[config.mk]
export PLATFORM = sky130hd
export DESIGN_NAME = sots_step
export DESIGN_NICKNAME = d
export VERILOG_FILES = /design/src/rtl/sots_pkg.sv /design/src/rtl/sots_step.sv
export SDC_FILE = /design/constraint.sdc
export NUM_CORES = 1
export LEC_CHECK = 0
export ABC_CLOCK_PERIOD_IN_PS = 15400
export BUFFER_PORTS_ARGS = -buffer_cell sky130_fd_sc_hd__buf_2
export CAP_MARGIN = 0
export CORE_MARGIN = 2
export CORE_UTILIZATION = 35
export DETAILED_ROUTE_END_ITERATION = 16
export PLACE_DENSITY = 0.76
export SYNTH_ARGS = -nofsm -noshare
export SYNTH_HDL_FRONTEND = slang
export SYNTH_SLANG_ARGS = --single-unit
[constraint.sdc]
create_clock -name vclk -period 15.4
set_input_delay 1.54 -clock vclk [all_inputs]
set_output_delay 1.54 -clock vclk [all_outputs]
set_load 0.02 [all_outputs]
[src/rtl/sots_pkg.sv]
// ----------------------------------------------------------------------------
// sots_pkg
// Shared types, codes and sizes for the sorted offset table search block.
// ----------------------------------------------------------------------------
package sots_pkg;

   localparam int TABLE_DEPTH = 1024;
   localparam int ADDR_W      = $clog2(TABLE_DEPTH);
   localparam int COUNT_W     = $clog2(TABLE_DEPTH + 1);
   localparam int OFFSET_W    = 32;
   localparam int INDEX_W     = 10;

   typedef enum logic [1:0] {
      CMD_APPEND = 2'd0,
      CMD_GET    = 2'd1,
      CMD_FIND   = 2'd2,
      CMD_NONE   = 2'd3
   } cmd_type;

   typedef enum logic [1:0] {
      ST_OK       = 2'd0,
      ST_REFUSED  = 2'd1,
      ST_RANGE    = 2'd2,
      ST_NOTFOUND = 2'd3
   } status_type;

   typedef enum logic [2:0] {
      S_IDLE,
      S_GET_WAIT,
      S_FIND_RUN,
      S_DONE
   } state_type;

   typedef struct packed {
      logic [1:0]          command;
      logic [OFFSET_W-1:0] operand;
   } req_type;

   typedef struct packed {
      logic [OFFSET_W-1:0] offset_out;
      logic [INDEX_W-1:0]  index_out;
      logic [1:0]          status;
   } rsp_type;

   // One bisection step: new bounds, value at the low bound, next probe
   typedef struct packed {
      logic [ADDR_W-1:0]   lo;
      logic [COUNT_W-1:0]  hi;
      logic [OFFSET_W-1:0] lo_val;
      logic [ADDR_W-1:0]   mid;
      logic                more;
   } step_type;

endpackage

[src/rtl/sots_step.sv]
// ----------------------------------------------------------------------------
// sots_step
// Bisection unit: one compare, bound update and next probe address.
// ----------------------------------------------------------------------------
module sots_step (
   input  logic [sots_pkg::ADDR_W-1:0]   lo,
   input  logic [sots_pkg::COUNT_W-1:0]  hi,
   input  logic [sots_pkg::ADDR_W-1:0]   mid,
   input  logic [sots_pkg::OFFSET_W-1:0] lo_val,
   input  logic [sots_pkg::OFFSET_W-1:0] mid_val,
   input  logic [sots_pkg::OFFSET_W-1:0] query,
   output sots_pkg::step_type            step
);
   import sots_pkg::*;

   logic               le;
   logic [COUNT_W-1:0] lo_ext;
   logic [COUNT_W-1:0] span;
   logic [COUNT_W-1:0] probe;

   always_comb begin
      le          = (mid_val <= query);
      step.lo     = le ? mid : lo;
      step.lo_val = le ? mid_val : lo_val;
      step.hi     = le ? hi : COUNT_W'(mid);
      lo_ext      = COUNT_W'(step.lo);
      span        = step.hi - lo_ext;
      probe       = lo_ext + (span >> 1);
      step.mid    = probe[ADDR_W-1:0];
      // continue while at least two candidates remain
      step.more   = (lo_ext + COUNT_W'(1)) < step.hi;
   end

endmodule

==> summary.md <==
| Metric | Value |
|---|---|
| Outcome | complete, no violations |
| Final setup fails | 0 |
| Final nets | 773 |
| Peak supply drop | 0.0000909 V |
| Drt pass-1 iters | 4 |
| Die width | 97.0 um |
| Multi-input logic area | ~0.0027 mm2 |
| Critical path arrival | 7130 ps |
| Global Route Usage Sum | 19.5% |
| DP Wirelength | 8510 um |
| Initial antenna violation count | 0 |
| Largest family of logic cells by synthesized area | adder cells |
| Setup WS pre-CTS | 6740 ps |
| Max-slew violations | 0 |
| First-pass GRT wire length | 16000 um |
| Pwr Density | 83.3 mW/mm2 |
| WP data required | approximately 14000 ps |
| CTS Hold Bufs | 0 |
| RD Place Congestion | 0.960 |
| # fillers | 841 |
| Starting Density | between 30 and 40% |
| Syn nets | around 590 |
| Post-CTS setup buffers | 0 |
| Synth Area in Simple Gates | 18.2% |
| Yosys top cell by area | ha_1 |
| Syn avg cell area | 7.48 um2 |
| Top-Level Pins | 191 |
| Count of final hold-check violations | 0 |
| Die ar. | 0.00941 mm2 |
| ANT cells | 0 |
| Port Buffers | 191 |
| Worst slew pin tran | 752 ps |
| Routed vias/inst | 5.14 |
| GR Overflow Total | 0 |
| CP Capture Type | primary output |
| Max-cap violations | 0 |
| Final WS setup | between 6000 and 7000 ps |
| Tmin final | 8670 ps |
| Area grow syn2layout | 34.1% |
| Core Box Area | about 0.0083 mm2 |
| Vias in the first global route | 3507 |
| Largest net degree at the start of global routing | 56 |
| FMAX | 0.115 GHz |
| FF+latch area | 0 um2 |
| Cells after synthesis | 405 |
| Sequential cell count | 0 |
| Synth Area in Compound Gates | 18.6% |
| Initial DRC count | 100 |
| Synthesized area | 0.00303 mm2 |
| Chip height | 97.0 um |
| Drt total wl | between 9000 and 10000 um |
| Syn. warnings | 0 |
| Power Total | between 300 and 400 uW |
| CTS resizes | 0 |
| Final period utilization | between 50% and 60% |
| Setup TNS | 0 ps |
| RSZ-0062 raised after global routing | false |
| Routed wire length per instance | 14.0 um |
| Xor/xnor share of the synthesized area | about 7.2% |
| Synth top cells by count | 64 x inv_1, 56 x ha_1, 38 x mux2_2 |
| Routed vias | 3554 |
| Most common cell in the synthesized netlist | inv_1 |
| Adder-Cell Fraction of Synth Area | 24.8% |
| Register area share after synthesis | 0% |
| Routed Antenna Nets | 0 |
| Std cell rows | 33 |
| Min-delay worst type | in -> out |
| Layout cells sized above 1 | 41.9% |
| Critical path startpoint category | input port |
| Mux contribution to synthesized area | 20.7% |
| Synth top area share | 23.1% |
| Max_slew headroom | 49.9% |
| Largest cells by area after synthesis | ha_1 23%, mux2_2 14%, inv_1 7.9% |
| Kind of critical path | in -> out |
| CP Max Fanout | 55 |
| Clock buffer count | 0 |
| Leak pwr | 2.25 nW |
| DR DRC count | 0 |
| Synth unique cells | 57 |
==> layout make-up <==
class	instances	share of cell area, %
inverter	66	6.22
multi-input combinational	329	66.8
tap	105	3.23
timing repair buffer	192	23.7
==> critical path, stage by stage <==
cell and delay [ps]:
buf_2 110, ha_1 330, a21oi_1 160, nand2_1 70, a221oi_1 360, o21ai_0 200, a21oi_4 500, buf_4 700
mux2i_1 440, ha_1 350, a21o_1 200, a21oi_1 260, inv_1 110, a21oi_1 220, xnor2_1 100, ha_1 390
nand3_1 170, a2111oi_2 400, o22ai_1 160, xnor2_1 160, buf_2 180
==> stage by stage <==
| step | hold WS [ps] | util, % | instance area [um2] | std cells |
|---|---|---|---|---|
| finish | 3430 | 48.9 | 4060 | 692 |
| global placement | 3420 | 48.9 | 4060 | 692 |
| global route | 3440 | 48.9 | 4060 | 692 |
| detailed placement | 3430 | 48.9 | 4060 | 692 |
| floorplan | 3230 | - | 3030 | 405 |
| CTS | 3430 | 48.9 | 4060 | 692 |
==> cell usage in the layout (no fill, tap or decap), drive strengths merged, types with 3 or more instances in the layout <==
cell,netlist,final
buf,6,192
inv,65,65
ha,56,56
mux2,38,38
a21oi,34,34
nor2,26,26
nand2,19,19
xnor2,19,19
mux2i,17,17
o21ai,14,14
nand3,11,11
nand4,10,10
nor2b,7,7
nand2b,6,6
xor2,6,6
nor4,6,6
nor3,5,5
o31ai,5,5
a21o,4,4
o31a,4,4
nor3b,4,4
a2111oi,4,4
o211ai,3,3
and3,3,3
a31oi,3,3
and2,3,3
or3,3,3
maj3,3,3
==> metal layers <==
metal | track usage [%] | vias to the layer above | share of wire (%)
met5 | 0 | - | 0
met3 | 2.02 | 4 | 5.8
met2 | 38.9 | 118 | 53
met1 | 23.2 | 1606 | 41
met4 | 0.650 | 0 | 0.40
li1 | - | 1826 | -
==> kinds of logic (layout without fill, tap and decap cells) <==
family | after synthesis | count (layout)
AND/OR/NAND/NOR | 105 | 105
AO/OA/AOI/OAI | 84 | 84
buffers and inverters | 76 | 258
adder cells (fa/ha/maj) | 60 | 60
multiplexers | 55 | 55
XOR/XNOR | 25 | 25
==> power breakdown <==
part / switching (mW) / internal, mW
logic: 0.199 / 0.139
clock network: 0 / 0
registers: 0 / 0
total: 0.199 / 0.139
==> worst paths after layout <==
check,start,cells after the start,end,slack [ps]
setup / recovery,mid_val[26],21,step[10],6730
hold / removal,lo_val[13],3,step[24],3430
No activity file was read; power rests on OpenSTA's default activity.
